$ cat config.mk
export PLATFORM = sky130hd
export DESIGN_NAME = lowpan_fragment_planner_unit_flat
export DESIGN_NICKNAME = d
export VERILOG_FILES = /design/src/rtl/lfp_pkg.sv /design/src/rtl/lfp_ifs.sv /design/src/rtl/lowpan_fragment_planner_unit.sv /design/src/rtl/lfp_front.sv /design/src/rtl/lfp_queue.sv /design/src/rtl/lfp_back.sv /design/src/flat_wrapper.sv
export SDC_FILE = /design/constraint.sdc
export NUM_CORES = 1
export LEC_CHECK = 0
export BUFFER_PORTS_ARGS = -buffer_cell sky130_fd_sc_hd__buf_4
export CORE_MARGIN = 5
export CORE_UTILIZATION = 55
export DETAILED_ROUTE_END_ITERATION = 6
export GPL_TIMING_DRIVEN = 0
export MAX_ROUTING_LAYER = met4
export PLACE_DENSITY_LB_ADDON = 0.08
export SLEW_MARGIN = 40
export SYNTH_ARGS = -nofsm -noshare
export SYNTH_HDL_FRONTEND = slang
export SYNTH_SLANG_ARGS = --single-unit
$ cat constraint.sdc
create_clock -name clock -period 8.5 [get_ports clock]
set_input_delay 0.425 -clock clock [delete_from_list [all_inputs] [get_ports clock]]
set_output_delay 0.425 -clock clock [all_outputs]
set_load 0.01 [all_outputs]
$ cat src/rtl/lfp_pkg.sv
// ----------------------------------------------------------------------------
// lfp_pkg
// shared types and constants of the 6lowpan fragment planner
// ----------------------------------------------------------------------------
package lfp_pkg;

   localparam int MAX_FRAGMENTS_DEFAULT = 32;
   localparam int QUEUE_DEPTH = 2;

   localparam logic [6:0] MTU_RESET = 7'd127;
   localparam logic [7:0] DISPATCH_FIRST = 8'hc0;
   localparam logic [7:0] DISPATCH_NEXT = 8'he0;
   localparam logic [2:0] FIRST_HEAD = 3'd4;
   localparam logic [2:0] NEXT_HEAD = 3'd5;

   typedef enum logic [1:0] {
      KIND_WHOLE = 2'd0,
      KIND_FIRST = 2'd1,
      KIND_NEXT  = 2'd2,
      KIND_ERROR = 2'd3
   } kind_type;

   typedef struct packed {
      kind_type    kind;
      logic [10:0] frame_length;
      logic [15:0] tag;
      logic [2:0]  size_high;
      logic [7:0]  size_low;
      logic [10:0] first_length;
      logic [10:0] payload;
      logic [10:0] datagram_offset;
      logic [6:0]  next_budget;
      logic        first_last;
   } job_type;

endpackage

$ cat src/rtl/lfp_ifs.sv
// ----------------------------------------------------------------------------
// lfp channel interfaces
// valid/ready channels for packet descriptors and fragment descriptors
// ----------------------------------------------------------------------------
interface lfp_req_if;
   logic        valid;
   logic        ready;
   logic [10:0] frame_length;
   logic [5:0]  mac_header_length;
   logic [5:0]  compressed_header_length;
   logic [10:0] uncompressed_total;
   logic [6:0]  uncompressed_header_length;

   modport source (
      output valid, frame_length, mac_header_length, compressed_header_length,
             uncompressed_total, uncompressed_header_length,
      input  ready
   );
   modport sink (
      input  valid, frame_length, mac_header_length, compressed_header_length,
             uncompressed_total, uncompressed_header_length,
      output ready
   );
endinterface

interface lfp_rsp_if;
   logic        valid;
   logic        ready;
   logic [1:0]  frame_kind;
   logic [7:0]  dispatch_byte;
   logic [7:0]  size_low_byte;
   logic [15:0] datagram_tag;
   logic [7:0]  offset_units;
   logic [2:0]  fragment_header_length;
   logic [10:0] source_offset;
   logic [10:0] copy_length;
   logic        last;

   modport source (
      output valid, frame_kind, dispatch_byte, size_low_byte, datagram_tag,
             offset_units, fragment_header_length, source_offset,
             copy_length, last,
      input  ready
   );
   modport sink (
      input  valid, frame_kind, dispatch_byte, size_low_byte, datagram_tag,
             offset_units, fragment_header_length, source_offset,
             copy_length, last,
      output ready
   );
endinterface

$ cat src/rtl/lowpan_fragment_planner_unit.sv
// ----------------------------------------------------------------------------
// lowpan_fragment_planner_unit
// plans the 6lowpan fragmentation of outgoing frames
// ----------------------------------------------------------------------------
// Each packet descriptor yields one whole-frame or error transaction, or a
// first-fragment transaction followed by subsequent-fragment transactions
// (at most MAX_FRAGMENTS in all). The classifier registers each descriptor
// once in its stage-one registers and pushes it into a two-entry job queue
// when that queue is not full, taking one descriptor per cycle unless the
// queue is full; the first result of a packet is offered once it has passed
// the stage-one registers, the job queue and the output registers. The emitter
// puts out one transaction per cycle while the response channel is ready. The
// user must write frame_mtu through the csr port only while no packet is in
// flight; the block itself does not enforce this.
module lowpan_fragment_planner_unit #(
   parameter int MAX_FRAGMENTS = lfp_pkg::MAX_FRAGMENTS_DEFAULT
) (
   input  logic       clock,
   input  logic       reset,
   lfp_req_if.sink    req_ch,
   lfp_rsp_if.source  rsp_ch,
   input  logic       csr_write_enable,
   input  logic [6:0] csr_write_data
);

   logic [6:0]       frame_mtu_ff, frame_mtu_in;
   logic             push;
   logic             full;
   logic             pop;
   logic             empty;
   lfp_pkg::job_type push_job;
   lfp_pkg::job_type head_job;

   assign frame_mtu_in = csr_write_enable ? csr_write_data : frame_mtu_ff;

   always_ff @(posedge clock) begin
      if (reset) begin
         frame_mtu_ff <= lfp_pkg::MTU_RESET;
      end else begin
         frame_mtu_ff <= frame_mtu_in;
      end
   end

   lfp_front #(
      .MAX_FRAGMENTS (MAX_FRAGMENTS)
   ) u_front (
      .clock     (clock),
      .reset     (reset),
      .frame_mtu (frame_mtu_ff),
      .req       (req_ch),
      .push      (push),
      .push_job  (push_job),
      .full      (full)
   );

   lfp_queue u_queue (
      .clock    (clock),
      .reset    (reset),
      .push     (push),
      .push_job (push_job),
      .full     (full),
      .pop      (pop),
      .head_job (head_job),
      .empty    (empty)
   );

   lfp_back u_back (
      .clock    (clock),
      .reset    (reset),
      .empty    (empty),
      .head_job (head_job),
      .pop      (pop),
      .rsp      (rsp_ch)
   );

endmodule

$ cat src/rtl/lfp_front.sv
// ----------------------------------------------------------------------------
// lfp_front
// accepts packet descriptors, computes budgets and classifies each packet
// ----------------------------------------------------------------------------
module lfp_front #(
   parameter int MAX_FRAGMENTS = lfp_pkg::MAX_FRAGMENTS_DEFAULT
) (
   input  logic              clock,
   input  logic              reset,
   input  logic [6:0]        frame_mtu,
   lfp_req_if.sink           req,
   output logic              push,
   output lfp_pkg::job_type  push_job,
   input  logic              full
);

   localparam int CNT_W = $clog2(MAX_FRAGMENTS);
   localparam int CMP_W = CNT_W + 12;
   localparam logic [CNT_W-1:0] MAX_LESS_ONE = CNT_W'(MAX_FRAGMENTS - 1);

   logic               accept;
   logic signed [9:0]  first_budget;
   logic signed [9:0]  next_budget;
   logic               bad;
   logic               whole;

   logic               s1_valid_ff, s1_valid_in;
   logic               whole_ff;
   logic               bad_ff;
   logic [6:0]         b1_ff;
   logic [6:0]         bn_ff;
   logic [10:0]        payload_ff;
   logic [5:0]         lsize_ff;
   logic [6:0]         uhdr_ff;
   logic [10:0]        dsize_ff;
   logic [10:0]        flen_ff;
   logic [15:0]        tag_ff, tag_in;

   logic [10:0]        first_len;
   logic signed [11:0] remain;
   logic [CNT_W+6:0]   limit;
   logic               over;

   assign push = s1_valid_ff && !full;
   assign req.ready = !s1_valid_ff || !full;
   assign accept = req.valid && req.ready;

   // stage one: budgets and early checks
   always_comb begin
      first_budget = $signed({3'b000, frame_mtu}) - $signed({4'b0000, req.mac_header_length})
                   - $signed({4'b0000, req.compressed_header_length}) - 10'sd6;
      next_budget = $signed({3'b000, frame_mtu}) - $signed({4'b0000, req.mac_header_length})
                  - 10'sd7;
      bad = first_budget[9] || (next_budget < 10'sd8)
          || (req.frame_length < {5'b00000, req.mac_header_length});
      whole = ({1'b0, req.frame_length} + 12'd2) <= {5'b00000, frame_mtu};
   end

   always_comb begin
      s1_valid_in = s1_valid_ff;
      if (accept) begin
         s1_valid_in = 1'b1;
      end else if (push) begin
         s1_valid_in = 1'b0;
      end
   end

   always_ff @(posedge clock) begin
      if (reset) begin
         s1_valid_ff <= 1'b0;
      end else begin
         s1_valid_ff <= s1_valid_in;
      end
   end

   always_ff @(posedge clock) begin
      if (accept) begin
         whole_ff   <= whole;
         bad_ff     <= bad;
         b1_ff      <= {first_budget[6:3], 3'b000};
         bn_ff      <= {next_budget[6:3], 3'b000};
         payload_ff <= req.frame_length - {5'b00000, req.mac_header_length};
         lsize_ff   <= req.compressed_header_length;
         uhdr_ff    <= req.uncompressed_header_length;
         dsize_ff   <= req.uncompressed_total - {5'b00000, req.mac_header_length};
         flen_ff    <= req.frame_length;
      end
   end

   // stage two: fragment count check and job assembly
   always_comb begin
      first_len = {5'b00000, lsize_ff} + {4'b0000, b1_ff};
      remain = $signed({1'b0, payload_ff}) - $signed({1'b0, first_len});
      limit = MAX_LESS_ONE * bn_ff;
      over = !remain[11] && (CMP_W'(remain[10:0]) > CMP_W'(limit));

      push_job.frame_length = flen_ff;
      push_job.tag = tag_ff;
      push_job.size_high = dsize_ff[10:8];
      push_job.size_low = dsize_ff[7:0];
      push_job.first_length = first_len;
      push_job.payload = payload_ff;
      push_job.datagram_offset = {4'b0000, uhdr_ff} + {4'b0000, b1_ff};
      push_job.next_budget = bn_ff;
      push_job.first_last = remain[11] || (remain == 12'sd0);
      if (whole_ff) begin
         push_job.kind = lfp_pkg::KIND_WHOLE;
      end else if (bad_ff || over) begin
         push_job.kind = lfp_pkg::KIND_ERROR;
      end else begin
         push_job.kind = lfp_pkg::KIND_FIRST;
      end
   end

   always_comb begin
      tag_in = tag_ff;
      if (push && !whole_ff) begin
         tag_in = tag_ff + 16'd1;
      end
   end

   always_ff @(posedge clock) begin
      if (reset) begin
         tag_ff <= 16'd0;
      end else begin
         tag_ff <= tag_in;
      end
   end

endmodule

$ cat src/rtl/lfp_queue.sv
// ----------------------------------------------------------------------------
// lfp_queue
// short job queue between the classifier and the fragment emitter
// ----------------------------------------------------------------------------
module lfp_queue (
   input  logic              clock,
   input  logic              reset,
   input  logic              push,
   input  lfp_pkg::job_type  push_job,
   output logic              full,
   input  logic              pop,
   output lfp_pkg::job_type  head_job,
   output logic              empty
);

   localparam int PTR_W = $clog2(lfp_pkg::QUEUE_DEPTH);
   localparam int CNT_W = $clog2(lfp_pkg::QUEUE_DEPTH + 1);

   lfp_pkg::job_type entry_ff [lfp_pkg::QUEUE_DEPTH];
   logic [PTR_W-1:0] wr_ptr_ff, wr_ptr_in;
   logic [PTR_W-1:0] rd_ptr_ff, rd_ptr_in;
   logic [CNT_W-1:0] count_ff, count_in;

   assign full = count_ff == CNT_W'(lfp_pkg::QUEUE_DEPTH);
   assign empty = count_ff == '0;
   assign head_job = entry_ff[rd_ptr_ff];

   always_comb begin
      wr_ptr_in = wr_ptr_ff;
      rd_ptr_in = rd_ptr_ff;
      count_in = count_ff;
      if (push) begin
         wr_ptr_in = (wr_ptr_ff == PTR_W'(lfp_pkg::QUEUE_DEPTH - 1)) ? '0 : wr_ptr_ff + 1'b1;
      end
      if (pop) begin
         rd_ptr_in = (rd_ptr_ff == PTR_W'(lfp_pkg::QUEUE_DEPTH - 1)) ? '0 : rd_ptr_ff + 1'b1;
      end
      if (push && !pop) begin
         count_in = count_ff + 1'b1;
      end else if (pop && !push) begin
         count_in = count_ff - 1'b1;
      end
   end

   always_ff @(posedge clock) begin
      if (reset) begin
         wr_ptr_ff <= '0;
         rd_ptr_ff <= '0;
         count_ff  <= '0;
      end else begin
         wr_ptr_ff <= wr_ptr_in;
         rd_ptr_ff <= rd_ptr_in;
         count_ff  <= count_in;
      end
   end

   always_ff @(posedge clock) begin
      if (push) begin
         entry_ff[wr_ptr_ff] <= push_job;
      end
   end

endmodule

$ cat src/rtl/lfp_back.sv
// ----------------------------------------------------------------------------
// lfp_back
// walks one job and emits its fragment descriptors, one per cycle while the response channel is ready
// ----------------------------------------------------------------------------
module lfp_back (
   input  logic              clock,
   input  logic              reset,
   input  logic              empty,
   input  lfp_pkg::job_type  head_job,
   output logic              pop,
   lfp_rsp_if.source         rsp
);

   typedef enum logic [1:0] {
      ST_IDLE = 2'b01,
      ST_NEXT = 2'b10
   } back_state_type;

   back_state_type state_ff, state_in;
   logic        out_free;
   logic        emit_next;
   logic        load;
   logic [10:0] rem;
   logic [10:0] len;
   logic        next_last;

   logic        rsp_valid_ff, rsp_valid_in;
   logic [1:0]  kind_ff, kind_in;
   logic [7:0]  disp_ff, disp_in;
   logic [7:0]  lo_ff, lo_in;
   logic [15:0] tag_ff, tag_in;
   logic [7:0]  units_ff, units_in;
   logic [2:0]  hlen_ff, hlen_in;
   logic [10:0] src_ff, src_in;
   logic [10:0] plen_ff, plen_in;
   logic        last_ff, last_in;

   logic [2:0]  cur_hi_ff, cur_hi_in;
   logic [7:0]  cur_lo_ff, cur_lo_in;
   logic [15:0] cur_tag_ff, cur_tag_in;
   logic [10:0] payload_ff, payload_in;
   logic [6:0]  bn_ff, bn_in;
   logic [10:0] emit_offset_ff, emit_offset_in;
   logic [10:0] datagram_offset_ff, datagram_offset_in;

   assign out_free = !rsp_valid_ff || rsp.ready;
   assign pop = (state_ff == ST_IDLE) && !empty && out_free;
   assign emit_next = (state_ff == ST_NEXT) && out_free;
   assign load = pop || emit_next;

   assign rem = payload_ff - emit_offset_ff;
   assign next_last = rem <= {4'b0000, bn_ff};
   assign len = next_last ? rem : {4'b0000, bn_ff};

   always_comb begin
      state_in = state_ff;
      kind_in = kind_ff;
      disp_in = disp_ff;
      lo_in = lo_ff;
      tag_in = tag_ff;
      units_in = units_ff;
      hlen_in = hlen_ff;
      src_in = src_ff;
      plen_in = plen_ff;
      last_in = last_ff;
      cur_hi_in = cur_hi_ff;
      cur_lo_in = cur_lo_ff;
      cur_tag_in = cur_tag_ff;
      payload_in = payload_ff;
      bn_in = bn_ff;
      emit_offset_in = emit_offset_ff;
      datagram_offset_in = datagram_offset_ff;

      rsp_valid_in = rsp_valid_ff;
      if (load) begin
         rsp_valid_in = 1'b1;
      end else if (rsp.ready) begin
         rsp_valid_in = 1'b0;
      end

      case (state_ff)
         ST_IDLE: begin
            if (pop) begin
               kind_in = head_job.kind;
               disp_in = 8'd0;
               lo_in = 8'd0;
               tag_in = 16'd0;
               units_in = 8'd0;
               hlen_in = 3'd0;
               src_in = 11'd0;
               plen_in = 11'd0;
               last_in = 1'b1;
               case (head_job.kind)
                  lfp_pkg::KIND_WHOLE: begin
                     plen_in = head_job.frame_length;
                  end
                  lfp_pkg::KIND_FIRST: begin
                     disp_in = lfp_pkg::DISPATCH_FIRST | {5'b00000, head_job.size_high};
                     lo_in = head_job.size_low;
                     tag_in = head_job.tag;
                     hlen_in = lfp_pkg::FIRST_HEAD;
                     plen_in = head_job.first_length;
                     last_in = head_job.first_last;
                     cur_hi_in = head_job.size_high;
                     cur_lo_in = head_job.size_low;
                     cur_tag_in = head_job.tag;
                     payload_in = head_job.payload;
                     bn_in = head_job.next_budget;
                     emit_offset_in = head_job.first_length;
                     datagram_offset_in = head_job.datagram_offset;
                     if (!head_job.first_last) begin
                        state_in = ST_NEXT;
                     end
                  end
                  default: begin
                  end
               endcase
            end
         end
         ST_NEXT: begin
            if (emit_next) begin
               kind_in = lfp_pkg::KIND_NEXT;
               disp_in = lfp_pkg::DISPATCH_NEXT | {5'b00000, cur_hi_ff};
               lo_in = cur_lo_ff;
               tag_in = cur_tag_ff;
               units_in = datagram_offset_ff[10:3];
               hlen_in = lfp_pkg::NEXT_HEAD;
               src_in = emit_offset_ff;
               plen_in = len;
               last_in = next_last;
               emit_offset_in = emit_offset_ff + len;
               datagram_offset_in = datagram_offset_ff + len;
               if (next_last) begin
                  state_in = ST_IDLE;
               end
            end
         end
         default: begin
            state_in = ST_IDLE;
         end
      endcase
   end

   always_ff @(posedge clock) begin
      if (reset) begin
         state_ff     <= ST_IDLE;
         rsp_valid_ff <= 1'b0;
      end else begin
         state_ff     <= state_in;
         rsp_valid_ff <= rsp_valid_in;
      end
   end

   always_ff @(posedge clock) begin
      kind_ff            <= kind_in;
      disp_ff            <= disp_in;
      lo_ff              <= lo_in;
      tag_ff             <= tag_in;
      units_ff           <= units_in;
      hlen_ff            <= hlen_in;
      src_ff             <= src_in;
      plen_ff            <= plen_in;
      last_ff            <= last_in;
      cur_hi_ff          <= cur_hi_in;
      cur_lo_ff          <= cur_lo_in;
      cur_tag_ff         <= cur_tag_in;
      payload_ff         <= payload_in;
      bn_ff              <= bn_in;
      emit_offset_ff     <= emit_offset_in;
      datagram_offset_ff <= datagram_offset_in;
   end

   assign rsp.valid = rsp_valid_ff;
   assign rsp.frame_kind = kind_ff;
   assign rsp.dispatch_byte = disp_ff;
   assign rsp.size_low_byte = lo_ff;
   assign rsp.datagram_tag = tag_ff;
   assign rsp.offset_units = units_ff;
   assign rsp.fragment_header_length = hlen_ff;
   assign rsp.source_offset = src_ff;
   assign rsp.copy_length = plen_ff;
   assign rsp.last = last_ff;

endmodule
$ cat src/flat_wrapper.sv
// flat-port wrapper written by rule: the top's interface ports become plain ports
module lowpan_fragment_planner_unit_flat 
#(
   parameter int MAX_FRAGMENTS = lfp_pkg::MAX_FRAGMENTS_DEFAULT
)
  (clock, reset, csr_write_enable, csr_write_data, req_ch_valid, req_ch_frame_length, req_ch_mac_header_length, req_ch_compressed_header_length, req_ch_uncompressed_total, req_ch_uncompressed_header_length, req_ch_ready, rsp_ch_valid, rsp_ch_frame_kind, rsp_ch_dispatch_byte, rsp_ch_size_low_byte, rsp_ch_datagram_tag, rsp_ch_offset_units, rsp_ch_fragment_header_length, rsp_ch_source_offset, rsp_ch_copy_length, rsp_ch_last, rsp_ch_ready);
  lfp_req_if req_ch_i ();
  lfp_rsp_if rsp_ch_i ();
  input  logic clock;
  input  logic reset;
  input  logic csr_write_enable;
  input  logic [6:0] csr_write_data;
  input wire logic [$bits(req_ch_i.valid)-1:0] req_ch_valid;
  input wire logic [$bits(req_ch_i.frame_length)-1:0] req_ch_frame_length;
  input wire logic [$bits(req_ch_i.mac_header_length)-1:0] req_ch_mac_header_length;
  input wire logic [$bits(req_ch_i.compressed_header_length)-1:0] req_ch_compressed_header_length;
  input wire logic [$bits(req_ch_i.uncompressed_total)-1:0] req_ch_uncompressed_total;
  input wire logic [$bits(req_ch_i.uncompressed_header_length)-1:0] req_ch_uncompressed_header_length;
  output wire logic [$bits(req_ch_i.ready)-1:0] req_ch_ready;
  output wire logic [$bits(rsp_ch_i.valid)-1:0] rsp_ch_valid;
  output wire logic [$bits(rsp_ch_i.frame_kind)-1:0] rsp_ch_frame_kind;
  output wire logic [$bits(rsp_ch_i.dispatch_byte)-1:0] rsp_ch_dispatch_byte;
  output wire logic [$bits(rsp_ch_i.size_low_byte)-1:0] rsp_ch_size_low_byte;
  output wire logic [$bits(rsp_ch_i.datagram_tag)-1:0] rsp_ch_datagram_tag;
  output wire logic [$bits(rsp_ch_i.offset_units)-1:0] rsp_ch_offset_units;
  output wire logic [$bits(rsp_ch_i.fragment_header_length)-1:0] rsp_ch_fragment_header_length;
  output wire logic [$bits(rsp_ch_i.source_offset)-1:0] rsp_ch_source_offset;
  output wire logic [$bits(rsp_ch_i.copy_length)-1:0] rsp_ch_copy_length;
  output wire logic [$bits(rsp_ch_i.last)-1:0] rsp_ch_last;
  input wire logic [$bits(rsp_ch_i.ready)-1:0] rsp_ch_ready;
  assign req_ch_i.valid = req_ch_valid;
  assign req_ch_i.frame_length = req_ch_frame_length;
  assign req_ch_i.mac_header_length = req_ch_mac_header_length;
  assign req_ch_i.compressed_header_length = req_ch_compressed_header_length;
  assign req_ch_i.uncompressed_total = req_ch_uncompressed_total;
  assign req_ch_i.uncompressed_header_length = req_ch_uncompressed_header_length;
  assign req_ch_ready = req_ch_i.ready;
  assign rsp_ch_valid = rsp_ch_i.valid;
  assign rsp_ch_frame_kind = rsp_ch_i.frame_kind;
  assign rsp_ch_dispatch_byte = rsp_ch_i.dispatch_byte;
  assign rsp_ch_size_low_byte = rsp_ch_i.size_low_byte;
  assign rsp_ch_datagram_tag = rsp_ch_i.datagram_tag;
  assign rsp_ch_offset_units = rsp_ch_i.offset_units;
  assign rsp_ch_fragment_header_length = rsp_ch_i.fragment_header_length;
  assign rsp_ch_source_offset = rsp_ch_i.source_offset;
  assign rsp_ch_copy_length = rsp_ch_i.copy_length;
  assign rsp_ch_last = rsp_ch_i.last;
  assign rsp_ch_i.ready = rsp_ch_ready;
  lowpan_fragment_planner_unit #(.MAX_FRAGMENTS(MAX_FRAGMENTS)) u_core (.clock(clock), .reset(reset), .req_ch(req_ch_i), .rsp_ch(rsp_ch_i), .csr_write_enable(csr_write_enable), .csr_write_data(csr_write_data));
endmodule
Word-level counts from Yosys, hierarchy flattened
Memories as Yosys holds them, arrays and structs flattened. A register that Yosys moved wholly into a read port is not among the register bits.
Index checks and enable logic that the tools add are counted.
- $add $sub $neg: 18
- multipliers: 1
- order comparisons: 5
- equality and inequality tests: 9
- muxes and demuxes: 62
- reductions and logical operators: 35
- operators with widths (operator ; count):
    11-bit 2-to-1 mux ; 11
    11-bit one-hot mux with 2 select lines ; 5
    8-bit 2-to-1 mux ; 8
    16-bit 2-to-1 mux ; 3
    8-bit one-hot mux with 2 select lines ; 3
    16-bit one-hot mux with 2 select lines ; 1
    11-bit adder ; 2
    2-bit 2-to-1 mux ; 11
    11-bit by 6-bit subtractor with 11-bit output ; 2
    16-bit by 1-bit adder with 16-bit output (second input constant) ; 1
    1-bit 2-to-1 mux ; 13
    11-bit by 2-bit adder with 12-bit output (second input constant) ; 1
    11-bit by 12-bit > comparator with 1-bit output ; 1
    12-bit by 7-bit less-or-equal comparator with 1-bit output ; 1
    12-bit zero test ; 1
    11-bit by 8-bit subtractor with 12-bit output ; 1
    11-bit by 7-bit less-or-equal comparator with 1-bit output ; 1
    11-bit by 6-bit < comparator with 1-bit output ; 1
    11-bit subtractor ; 1
    10-bit by 4-bit subtractor with 10-bit output (second input constant) ; 1
    1-bit logical AND ; 9
    9-bit by 5-bit < comparator with 1-bit output (second input constant) ; 1
    5-bit by 4-bit multiplier with 9-bit output (first input constant) ; 1
    3-bit 2-to-1 mux ; 3
    22 further kinds ; 47
- register bits after elaboration: 222
- bits in writable memories: 144
- input port bits: 53
- output and inout bits: 70
- word-level logic and storage cells: 164
- memories kept: 1
- memories (name ; words ; bits a word ; rd ports ; clocked after Yosys merged registers in ; write ports ; line ; source):
    u_core.u_queue.entry_ff ; 2 ; 72 ; 1 ; 1 ; 1 ; lfp_queue.sv:19 ; lfp_pkg::job_type entry_ff [lfp_pkg::QUEUE_DEPTH];

Longest topological paths before layout
Gate-level depths: netlist of run 1.
- word-level depth: 7
- gate-level depth with buffers: 26
- gate-level depth less buffers: 26

Modules after synthesis
From an unflattened synthesis of run 1, not the netlist that was laid out.
- cell total of the unflattened synthesis: 1362
- area total of the unflattened synthesis: 18472.7 µm²
- modules (own cells, without submodules) (module ; instances ; cells an instance ; area an instance (µm²) ; seq. area each (µm²)):
    lfp_back ; 1 ; 532 ; 6716.4 ; 3933.8
    lfp_queue ; 1 ; 274 ; 6082.1 ; 4964.8
    lfp_front ; 1 ; 534 ; 5405.2 ; 2021.9
    lowpan_fragment_planner_unit ; 1 ; 22 ; 269.0 ; 140.1

Worst setup path after synthesis of run 1
OpenSTA, ideal clock, no wires.
- kind: register to register
- start point: register u_core.u_back.state_ff[0]
- end point: register (tool-made name)
- setup time: 0.300 ns
- data arrival time: 4.661 ns
- required time: 8.200 ns
- slack: 3.538 ns
- cell stages (with the launch flop): 5
- buffers on the path: 0
- period minus slack after synthesis: 4.962 ns
- cells stage by stage: dfxtp_1 > nand2b_1 > a21oi_1 > and2_1 > nor2b_1
- RTL lines (item ; line ; source):
    from (decl) ; lfp_back.sv:19 ; back_state_type state_ff, state_in;
    from (signal assigned) ; lfp_back.sv:149 ; state_ff <= state_in;

==> results of run 1 <==
-- flip-flops by register name, indices dropped and copies added (netlist names), 6 cells and up, named ones only --
register / cells
u_core.u_front.uhdr_ff: 7
u_core.u_back.cur_lo_ff: 8
u_core.u_queue.entry_ff: 144
u_core.u_front.payload_ff: 11
u_core.u_front.flen_ff: 11
u_core.u_back.cur_tag_ff: 16
u_core.frame_mtu_ff: 7
u_core.u_front.dsize_ff: 11
u_core.u_front.tag_ff: 16
u_core.u_back.datagram_offset_ff: 11
u_core.u_back.rsp.copy_length: 11
u_core.u_back.rsp.offset_units: 8
u_core.u_back.rsp.datagram_tag: 16
u_core.u_back.emit_offset_ff: 10
u_core.u_back.payload_ff: 11
u_core.u_back.rsp.source_offset: 11
u_core.u_back.rsp.size_low_byte: 8
u_core.u_front.lsize_ff: 6
-- worst max-delay path, cell delays in order (launching register included) --
cell       delay [ns]
edfxtp_1         0.46
ha_1             0.21
inv_1            0.05
fa_1             0.42
a211oi_1         0.34
o21bai_1         0.16
a21oi_1          0.19
xnor2_1          0.11
ha_1             0.30
nand3_1          0.09
nor3_1           0.18
a2bb2oi_1        0.13
a2111oi_4        0.62
nand2_4          0.20
nor2_1           0.21
ha_1             0.21
inv_1            0.06
fa_1             0.43
nor2b_1          0.17
o21ai_0          0.12
a21oi_1          0.21
o21ai_0          0.13
a21oi_1          0.24
a31oi_1          0.15
xor2_1           0.15
nor2_1           0.05
-- synthesized netlist by cell type (all sizes together) (3+ instances only) --
library cell	n	share of area
a211oi	8	0.0035
a21boi	4	0.0018
a21o	21	0.0092
a21oi	80	0.023
a31oi	9	0.0033
and2	16	0.0059
and3	6	0.0022
buf	11	0.0037
clkbuf	27	0.0059
dfxtp	32	0.038
edfxtp	326	0.57
fa	16	0.019
ha	100	0.073
inv	93	0.020
mux2	53	0.036
mux2i	25	0.015
nand2	49	0.011
nand2b	17	0.0062
nand3	15	0.0044
nand3b	6	0.0026
nand4	8	0.0029
nor2	134	0.029
nor2b	24	0.0088
nor3	18	0.0053
o211ai	10	0.0044
o21a	14	0.0062
o21ai	46	0.013
o21bai	4	0.0018
o22ai	6	0.0022
o2bb2ai	4	0.0021
o31ai	3	0.0013
or2	4	0.0015
or3	8	0.0029
xnor2	52	0.027
xor2	35	0.018
-- cell families (layout without fill, tap and decap cells) --
group	after synthesis	in the layout	synth area share
adders and majority gates	116	116	0.0921
muxes	78	78	0.0505
and+or+nand+nor	311	311	0.0866
AOI/OAI and AO/OA	228	228	0.0841
xor gates and xnor gates	87	87	0.0447
other	1	9	0.000220
buffers and inverters	131	332	0.0301
DFF	358	358	0.612
-- path summary, 6_finish.rpt --
| kind | from | to | slack, ns | depth (start not counted) |
|---|---|---|---|---|
| setup / recovery | flip-flop | u_core.u_back.datagram_offset_ff[10]$_SDFFCE_PN0P_ | 2.64 | 25 |
| hold / removal | req_ch_uncompressed_header_length[2] | u_core.u_front.uhdr_ff[2]$_DFFE_PP_ | 0.08 | 1 |
| setup reg to reg | flip-flop | u_core.u_back.datagram_offset_ff[10]$_SDFFCE_PN0P_ | 2.64 | 25 |
| hold reg to reg | u_core.u_front.flen_ff[6]$_DFFE_PP_ | u_core.u_queue.entry_ff[0][65]$_DFFE_PP_ | 0.45 | 0 |
-- power by group through the flow --
stage               clock network [W]  registers [W]  logic, W
floorplan                           0        0.00260   0.00144
global placement                    0        0.00259   0.00211
detailed placement                  0        0.00255   0.00226
CTS                           0.00160        0.00251   0.00227
global route                  0.00168        0.00254   0.00249
finish                        0.00157        0.00251   0.00225
-- metal layers --
metal / share of wire / wire length [um] / GRT usage / vias to the layer above
li1: - / - / - / 5116
met1: 0.44 / 15800 / 0.284 / 5015
met2: 0.48 / 17300 / 0.349 / 275
met3: 0.054 / 1960 / 0.0317 / 63
met4: 0.025 / 907 / 0.0618 / 0
met5: 0 / 0 / - / -
-- area by class of cell --
| type | instances | area, um^2 |
|---|---|---|
| flip-flops and latches | 358 | 10400 |
| well taps | 396 | 495 |
| fillers | 2284 | 10500 |
| repair buffers | 134 | 1240 |
| inverters | 93 | 349 |
| multi-input cells | 829 | 6190 |
| clock inverters | 17 | 160 |
| plain buffers | 38 | 165 |
| clock buffers | 50 | 1030 |
-- metrics by stage --
step / worst slack [ns] / hold slack [ns] / std cells / utilization
after global routing: 2.18 / 0.0608 / 1915 / 0.656
after CTS: 2.67 / 0.0607 / 1915 / 0.656
after global placement: 1.67 / 0.423 / 1832 / 0.604
after floorplan: 3.54 / 0.421 / 1318 / -
final: 2.64 / 0.0802 / 1915 / 0.656
after detailed placement: 2.70 / 0.432 / 1848 / 0.617
==> results.sh, run 1 <==
export IMPL_synthArstFlopShare=0
export IMPL_dr_first_iter_drc_count=783
export IMPL_clock_skew_ns=0.0179
export IMPL_place_hpwl_um=26900
export IMPL_start_kind="flip-flop"
export IMPL_min_period_over_period=0.690
export IMPL_hold_class="in2reg"
export IMPL_final_cell_mix="326 x edfxtp_1, 131 x nor2_1, 124 x buf_4"
export IMPL_p_int_w=0.00428
export IMPL_grt_usage=0.215
export IMPL_start_util=0.558
export IMPL_drive_gt1_frac=0.172
export IMPL_cts_buffers=37
export IMPL_clockBufferDepth=3
export IMPL_critical_path_max_fanout=8
export IMPL_final_area_um2=20100
export IMPL_p_sw_frac=0.323
export IMPL_clk_latency_ns=0.53
export IMPL_drc=0
export IMPL_yosys_warnings=0
export IMPL_leakagePower_nw=7.87
export IMPL_drv_cap=0
export IMPL_synth_edf_count=326
export IMPL_vias_per_cell=5.47
export IMPL_die_w_um=186
export IMPL_grt_pass1_wl_um=55500
export IMPL_cts_tree="yes"
export IMPL_core_area_um2=30600
export IMPL_power_total_w=0.00633
export IMPL_drt_wl_total_um=36000
export IMPL_synth_area_per_cell_um2=13.0
export IMPL_p_switching_w=0.00205
export IMPL_vias=10469
export IMPL_antenna_found_initial=0
export IMPL_rows=64
export IMPL_arrival_ns=6.11
export IMPL_syn_inst=1310
export IMPL_finalHoldViolations=0
export IMPL_setup_viol=0
export IMPL_die_h_um=186
export IMPL_wl_per_cell_um=18.8
export IMPL_end_kind="flip-flop"
export IMPL_drtPass1Iterations=5
export IMPL_synth_ff_type="edfxtp_1"
export IMPL_slew_viol_final=0
export IMPL_ys_seq_area_frac=0.612
export IMPL_pwr_density_cell_nw_per_um2=316
export IMPL_syn_to_final_growth_pct=17.6
export IMPL_setup_tns_ns=0
export IMPL_cts_resized=0
export IMPL_ir_drop_v=0.000150
export IMPL_pwr_share_seq=0.396
export IMPL_grt_pass1_vias=10267
export IMPL_clkSlewWorstSetupHoldPaths_ns=0.06
export IMPL_status="completed"
export IMPL_synth_cell_area_um2=17100
export IMPL_die_area_um2=34600
export IMPL_setup_worst_path_class="reg2reg"
export IMPL_p_clk_frac=0.249
export IMPL_worst_pin_slew_ns=0.831
export IMPL_hold_buffers=0
export IMPL_cts_sinks=358
export IMPL_ios=123
export IMPL_synth_seq_cells=358
export IMPL_synth_cell_types=60
export IMPL_overflow=0
export IMPL_fmax_mhz=171
export IMPL_rsz0062_at_grt="no"
export IMPL_gp_congestion=0.945
export IMPL_relSlewSlack=0.446
export IMPL_worstPathRequired_ns=8.75
export IMPL_combPwrFrac=0.355
export IMPL_cts_htree_levels=2
export IMPL_post_cts_setup_buffers=0
export IMPL_insertedDiodeCount=0
export IMPL_final_common_cell="edfxtp_1"
export IMPL_io_buffer_count=118
export IMPL_drtAntennaViolNets=0
export IMPL_cts_root_buf="clkbuf_16"
export IMPL_fin_crit_ns=5.86
export IMPL_nets=1660
export IMPL_grt_start_max_net_pins=42
export IMPL_place_area_um2=18900
Note: power is estimated with default switching activity, not from simulation.
==> run 2, diff against run 1 <==
--- a/config.mk
+++ b/config.mk
@@ -5,6 +5,7 @@
 export SDC_FILE = /design/constraint.sdc
 export NUM_CORES = 1
 export LEC_CHECK = 0
+export ABC_AREA = 1
 export BUFFER_PORTS_ARGS = -buffer_cell sky130_fd_sc_hd__buf_4
 export CORE_MARGIN = 5
 export CORE_UTILIZATION = 55
==> constraint.sdc (replaced) <==
create_clock -name clock -period 5.7 [get_ports clock]
set_input_delay 0.285 -clock clock [delete_from_list [all_inputs] [get_ports clock]]
set_output_delay 0.285 -clock clock [all_outputs]
set_load 0.01 [all_outputs]
==> run 2 against run 1 <==
Net effect: power grew 63%; die area grew 0.37%; sequential power grew 57%; clock-buffer cell count is the same; non-clock buffer count grew 34; largest cell class unchanged; highest routed layer unchanged.
==> results.sh, run 2 <==
export IMPL_synth_top_area_frac=0.572
export IMPL_critical_path_max_fanout=10
export IMPL_cts_sinks=358
export IMPL_drt_wl_total_um=35900
export IMPL_final_util=0.665
export IMPL_relSlewSlack=0.521
export IMPL_pre_cts_ws_ns=0.435
export IMPL_p_int_w=0.00660
export IMPL_setup_viol=0
export IMPL_vias=11359
export IMPL_io_buffer_count=119
export IMPL_worst_pin_slew_ns=0.719
export IMPL_core_area_um2=30700
export IMPL_synthDominantAreaCellType="edfxtp_1"
export IMPL_hold_path_depth=1
export IMPL_finalHoldViolations=0
export IMPL_timing_critical_path_slowest_cell_delay_ns=0.48
export IMPL_pwr_density_cell_nw_per_um2=507
export IMPL_grt_pass1_wl_um=57600
export IMPL_status="completed"
export IMPL_leakagePower_nw=8.63
export IMPL_synth_ff_type="edfxtp_1"
export IMPL_clk_latency_ns=0.53
export IMPL_die_w_um=186
export IMPL_setup_tns_ns=0
export IMPL_yosys_warnings=0
export IMPL_regToRegEndpoint="u_core.u_back.datagram_offset_ff[8]$_SDFFCE_PN0P_"
export IMPL_clockBufferDepth=3
export IMPL_cts_tree="yes"
export IMPL_hold_end="u_core.u_front.flen_ff[8]$_DFFE_PP_"
export IMPL_die_area_um2=34800
export IMPL_drtAntennaViolNets=0
export IMPL_combPwrFrac=0.397
export IMPL_synth_seq_cells=358
export IMPL_die_h_um=186
export IMPL_gp_congestion=0.894
export IMPL_dr_first_iter_drc_count=771
export IMPL_pwr_share_seq=0.381
export IMPL_syn_to_final_growth_pct=19.1
export IMPL_top_register="u_core.u_queue.entry_ff"
export IMPL_start_kind="flip-flop"
export IMPL_synthArstFlopShare=0
export IMPL_final_cell_mix="333 x nand2_1, 326 x edfxtp_1, 184 x inv_1"
export IMPL_rrSetupSlack_ns=0.42
export IMPL_syn_inst=1555
export IMPL_rsz0062_at_grt="yes"
export IMPL_arrival_ns=5.66
export IMPL_ir_drop_v=0.000261
export IMPL_min_period_over_period=0.927
export IMPL_r2r_cells=30
export IMPL_start_util=0.558
export IMPL_ys_seq_area_frac=0.609
export IMPL_hold_class="in2reg"
export IMPL_p_clk_frac=0.222
export IMPL_synth_edf_count=326
export IMPL_antenna_found_initial=0
export IMPL_fillCellCount=2341
export IMPL_synth_cell_types=50
export IMPL_synth_area_per_cell_um2=11.0
export IMPL_vias_per_cell=5.17
export IMPL_post_cts_setup_buffers=0
export IMPL_clock_skew_ns=0.00824
export IMPL_crit_path_frequent_cell="nand2_1"
export IMPL_fmax_mhz=189
export IMPL_final_common_cell="nand2_1"
export IMPL_drc=0
export IMPL_setup_worst_path_class="reg2reg"
export IMPL_insertedDiodeCount=0
export IMPL_final_setup_worst_slack_ns=0.419
export IMPL_grt_start_max_net_pins=42
export IMPL_place_hpwl_um=27000
export IMPL_worstPathRequired_ns=6.08
export IMPL_cts_root_buf="clkbuf_16"
export IMPL_min_delay_start="req_ch_frame_length[8]"
export IMPL_drv_cap=0
export IMPL_nets=1941
export IMPL_cts_htree_levels=2
export IMPL_overflow=0
export IMPL_grt_usage=0.210
export IMPL_largest_register_ffs=144
export IMPL_crit_path_top_delay_cell="edfxtp_1"
export IMPL_drtPass1Iterations=5
export IMPL_wl_per_cell_um=16.4
export IMPL_ys_top_cells_by_area="edfxtp_1 57%, ha_1 7.3%, nand2_1 7.3%"
export IMPL_p_sw_frac=0.361
export IMPL_post_synth_top_count_cell="nand2_1"
export IMPL_synth_cell_area_um2=17100
export IMPL_clkSlewWorstSetupHoldPaths_ns=0.06
export IMPL_slew_viol_final=0
export IMPL_end_kind="flip-flop"
export IMPL_rows=64
export IMPL_p_switching_w=0.00373
export IMPL_synthTopCellsByCount="333 x nand2_1, 326 x edfxtp_1, 186 x inv_1"
export IMPL_ios=123
export IMPL_cts_resized=0
export IMPL_fin_crit_ns=5.28
export IMPL_cts_buffers=38
export IMPL_holdWs_ns=0.0143
export IMPL_drive_gt1_frac=0.122
export IMPL_grt_pass1_vias=11132
==> run 2: changes by cell type after synthesis, moves of 16 or more <==
cell      previous run  this run
o21ai_0             44        75
mux2_2              49         0
nor2b_1             24         0
xnor2_1             52        17
nand2_1             48       333
mux2i_1             25         5
a22o_1               0        27
inv_1               92       186
nand2b_1            17         0
nand3_1             15        41
and2_1              16         0
a21o_1              21         1
==> run 2: area by class of cell <==
class | instances | area (um^2) | area share
Buffer | 37 | 169 | 0.00828
Clock buffer | 50 | 1030 | 0.0504
Clock inverter | 17 | 126 | 0.00619
Inverter | 189 | 712 | 0.0349
Multi-Input combinational cell | 979 | 5880 | 0.288
Sequential cell | 358 | 10400 | 0.511
Tap cell | 396 | 495 | 0.0243
Timing Repair Buffer | 169 | 1560 | 0.0765
==> run 2: worst max-delay path: cells and delay by family, from the launching register on <==
family / cells / cell delay (ns)
buf+inv: 5 / 0.61
xor+xnor: 1 / 0.24
simple gates: 13 / 1.48
fa+ha+maj: 5 / 1.62
flops: 1 / 0.48
compound gates: 6 / 0.72
==> run 2: cell families (layout without fill, tap and decap cells) <==
logic type / after synthesis / after routing / share of synthesized area
AOI/OAI and AO/OA: 243 / 243 / 0.0830
xor gates and xnor gates: 58 / 58 / 0.0297
adders and majority gates: 116 / 116 / 0.0918
buffers and inverters: 226 / 462 / 0.0513
DFF: 358 / 358 / 0.609
muxes: 5 / 5 / 0.00292
other: 1 / 9 / 0.000219
and+or+nand+nor: 548 / 548 / 0.132
==> run 2: metrics by stage <==
step	power (W)	area, um^2	std cells
after global placement	0.00785	18500	2078
final	0.0103	20400	2195
after floorplan	0.00663	17200	1563
after global routing	0.0111	20400	2195
after detailed placement	0.00806	18900	2094
after CTS	0.0104	20400	2194
==> run 2: power groups by stage <==
stage          clock network, W  registers (W)  logic [W]
2_1_floorplan                 0        0.00408    0.00255
3_3_place_gp                  0        0.00406    0.00379
3_5_place_dp                  0        0.00399    0.00407
4_1_cts                 0.00234        0.00394    0.00411
5_1_grt                 0.00245        0.00399    0.00464
6_report                0.00230        0.00394    0.00410
==> run 2: layer usage <==
layer	vias up	GRT usage	wire, um
met5	-	-	0
met4	0	0.0565	836
met3	62	0.0325	1880
met2	274	0.332	16700
met1	5247	0.288	16500
li1	5776	-	-
==> run 2: timing repair <==
action                                  4_1_cts  5_1_grt
endpoints found under the setup margin        0        3
hold endpoints to repair                     30        0
hold buffers                                 33        0
==> run 2: how the worst max path moves through the flow <==
stage / endpoint / slack [ns] / cells after the start
global route: u_core.u_back.datagram_offset_ff[8]$_SDFFCE_PN0P_ / -0.06 / 30
finish: u_core.u_back.datagram_offset_ff[8]$_SDFFCE_PN0P_ / 0.42 / 30
global placement: u_core.u_back.emit_offset_ff[10]$_SDFFCE_PN0P_ / -0.80 / 5
detailed placement: u_core.u_back.datagram_offset_ff[7]$_DFFE_PP_ / 0.43 / 29
CTS: u_core.u_back.datagram_offset_ff[7]$_DFFE_PP_ / 0.40 / 29
floorplan: u_core.u_back.datagram_offset_ff[0]$_DFFE_PP_ / 1.18 / 5
==> run 3, diff against run 2 <==
==> constraint.sdc (replaced) <==
create_clock -name clock -period 5.95 [get_ports clock]
set_input_delay 0.2975 -clock clock [delete_from_list [all_inputs] [get_ports clock]]
set_output_delay 0.2975 -clock clock [all_outputs]
set_load 0.01 [all_outputs]
==> run 3 against run 2 <==
Net effect: clock skew up 0.0013 ns; critical path depth down 1; wire length about the same; critical path type unchanged; worst setup slack better by 0.22 ns.
==> results.sh, run 3 (synthesis gave the netlist of run 2 again) <==
export IMPL_status="completed"
export IMPL_pwr_density_cell_nw_per_um2=486
export IMPL_setup_worst_path_class="reg2reg"
export IMPL_die_area_um2=34800
export IMPL_wl_per_cell_um=16.4
export IMPL_grt_start_max_net_pins=42
export IMPL_arrival_ns=5.57
export IMPL_cp_depth=29
export IMPL_cts_htree_levels=2
export IMPL_rrSetupSlack_ns=0.63
export IMPL_final_area_um2=20400
export IMPL_clockBufferDepth=3
export IMPL_fin_crit_ns=5.32
export IMPL_clkSlewWorstSetupHoldPaths_ns=0.06
export IMPL_fillCellCount=2341
export IMPL_start_kind="flip-flop"
export IMPL_ir_drop_v=0.000250
export IMPL_grt_pass1_vias=11112
export IMPL_instances_no_fill=2192
export IMPL_slew_viol_final=0
export IMPL_min_period_over_period=0.893
export IMPL_top_register="u_core.u_queue.entry_ff"
export IMPL_drtAntennaViolNets=0
export IMPL_cts_tree="yes"
export IMPL_end_kind="flip-flop"
export IMPL_overflow=0
export IMPL_seq_area_um2=10400
export IMPL_final_cell_mix="333 x nand2_1, 326 x edfxtp_1, 184 x inv_1"
export IMPL_drive_gt1_frac=0.122
export IMPL_rows=64
export IMPL_gp_congestion=0.894
export IMPL_timing_critical_path_slowest_cell_delay_ns=0.48
export IMPL_cts_root_buf="clkbuf_16"
export IMPL_relSlewSlack=0.536
export IMPL_largest_register_ffs=144
export IMPL_setup_viol=0
export IMPL_crit_path_top_delay_cell="edfxtp_1"
export IMPL_die_w_um=186
export IMPL_holdWs_ns=0.0240
export IMPL_leakagePower_nw=8.61
export IMPL_antenna_found_initial=0
export IMPL_finalHoldViolations=0
export IMPL_vias_per_cell=5.19
export IMPL_crit_path_frequent_cell="nand2_1"
export IMPL_worstPathRequired_ns=6.20
export IMPL_drtPass1Iterations=7
export IMPL_multiInputGateArea_um2=5880
export IMPL_die_h_um=186
export IMPL_r2r_cells=29
export IMPL_insertedDiodeCount=0
export IMPL_final_common_cell="nand2_1"
export IMPL_fmax_mhz=188
export IMPL_cts_buffers=38
export IMPL_drt_wl_total_um=35900
export IMPL_ios=123
export IMPL_worst_pin_slew_ns=0.696
export IMPL_drc=0
export IMPL_post_cts_setup_buffers=0
export IMPL_setup_tns_ns=0
export IMPL_rsz0062_at_grt="no"
export IMPL_place_hpwl_um=27000
export IMPL_regToRegEndpoint="u_core.u_back.datagram_offset_ff[7]$_DFFE_PP_"
export IMPL_worst_path_buf_inv=3
export IMPL_endpoint="u_core.u_back.datagram_offset_ff[7]$_DFFE_PP_"
export IMPL_cp_top_family="simple AND/OR/NAND/NOR gates"
export IMPL_core_area_um2=30700
export IMPL_critical_path_max_fanout=10
export IMPL_drv_cap=0
export IMPL_nets=1938
export IMPL_grt_pass1_wl_um=57500
export IMPL_place_area_um2=18900
export IMPL_clk_latency_ns=0.53
export IMPL_clock_skew_ns=0.00958
export IMPL_grt_usage=0.210
export IMPL_placedCellCount=2094
export IMPL_hold_class="in2reg"
export IMPL_start_util=0.558
export IMPL_vias=11371
export IMPL_syn_to_final_growth_pct=19.0
export IMPL_dr_first_iter_drc_count=770
export IMPL_cts_sinks=358
export IMPL_io_buffer_count=119
-- run 3: cell count changes in the layout (fill, tap and decap cells not counted), sizes merged --
cell | before | now
dlygate4sd3 | 33 | 30
-- run 3: timing repair --
action                                 CTS  global route
resized for setup                        0             0
endpoints found under the hold margin   29             0
hold buffers                            30             0
-- run 3: through the flow --
step           total power, W   util  setup WS, ns
2_1_floorplan         0.00635      -          1.43
5_1_grt                0.0106  0.664         0.187
3_3_place_gp          0.00752  0.605        -0.547
4_1_cts               0.00995  0.664         0.654
6_report              0.00990  0.664         0.635
3_5_place_dp          0.00772  0.617         0.685
-- run 3: tightest hold or removal path: cells and delay by family --
kind,cells,cell delay (ns)
compound gates,2,0.12
buf+inv,1,0.10
-- run 3: worst min-delay path by stage --
| stage | cells past startpoint | to | slack (ns) | start |
|---|---|---|---|---|
| 2_1_floorplan | 0 | u_core.u_front.flen_ff[0]$_DFFE_PP_ | 0.40 | req_ch_frame_length[0] |
| 3_3_place_gp | 0 | u_core.u_queue.entry_ff[1][41]$_DFFE_PP_ | 0.42 | u_core.u_front.dsize_ff[9]$_DFFE_PP_ |
| 3_5_place_dp | 0 | u_core.u_queue.entry_ff[1][36]$_DFFE_PP_ | 0.43 | u_core.u_front.dsize_ff[4]$_DFFE_PP_ |
| 4_1_cts | 3 | u_core.frame_mtu_ff[1]$_SDFFE_PP1P_ | 0.003 | csr_write_enable |
| 5_1_grt | 1 | u_core.u_front.flen_ff[8]$_DFFE_PP_ | 0.02 | req_ch_frame_length[8] |
| 6_report | 3 | u_core.frame_mtu_ff[1]$_SDFFE_PP1P_ | 0.02 | csr_write_enable |
-- run 3: report_power, final --
| group | internal [W] | leakage, nW | switching [W] |
|---|---|---|---|
| Sequential | 0.00355 | 3.33 | 0.000221 |
| Clock | 0.00126 | 0.563 | 0.000935 |
| Combinational | 0.00151 | 4.72 | 0.00242 |
| Total | 0.00632 | 8.61 | 0.00358 |
-- run 3: layout make-up --
type                            count  share of cell area
Sequential cell                   358               0.512
Tap cell                          396              0.0243
Buffer                             37             0.00829
Clock inverter                     17             0.00620
Clock buffer                       50              0.0504
Timing Repair Buffer              166              0.0752
Multi-Input combinational cell    979               0.289
Inverter                          189              0.0350
-- run 3: layer usage --
metal / share of wire / vias up / global-route usage
li1: - / 5773 / -
met1: 0.46 / 5276 / 0.288
met2: 0.46 / 258 / 0.331
met3: 0.049 / 64 / 0.0325
met4: 0.023 / 0 / 0.0565
met5: 0 / - / -
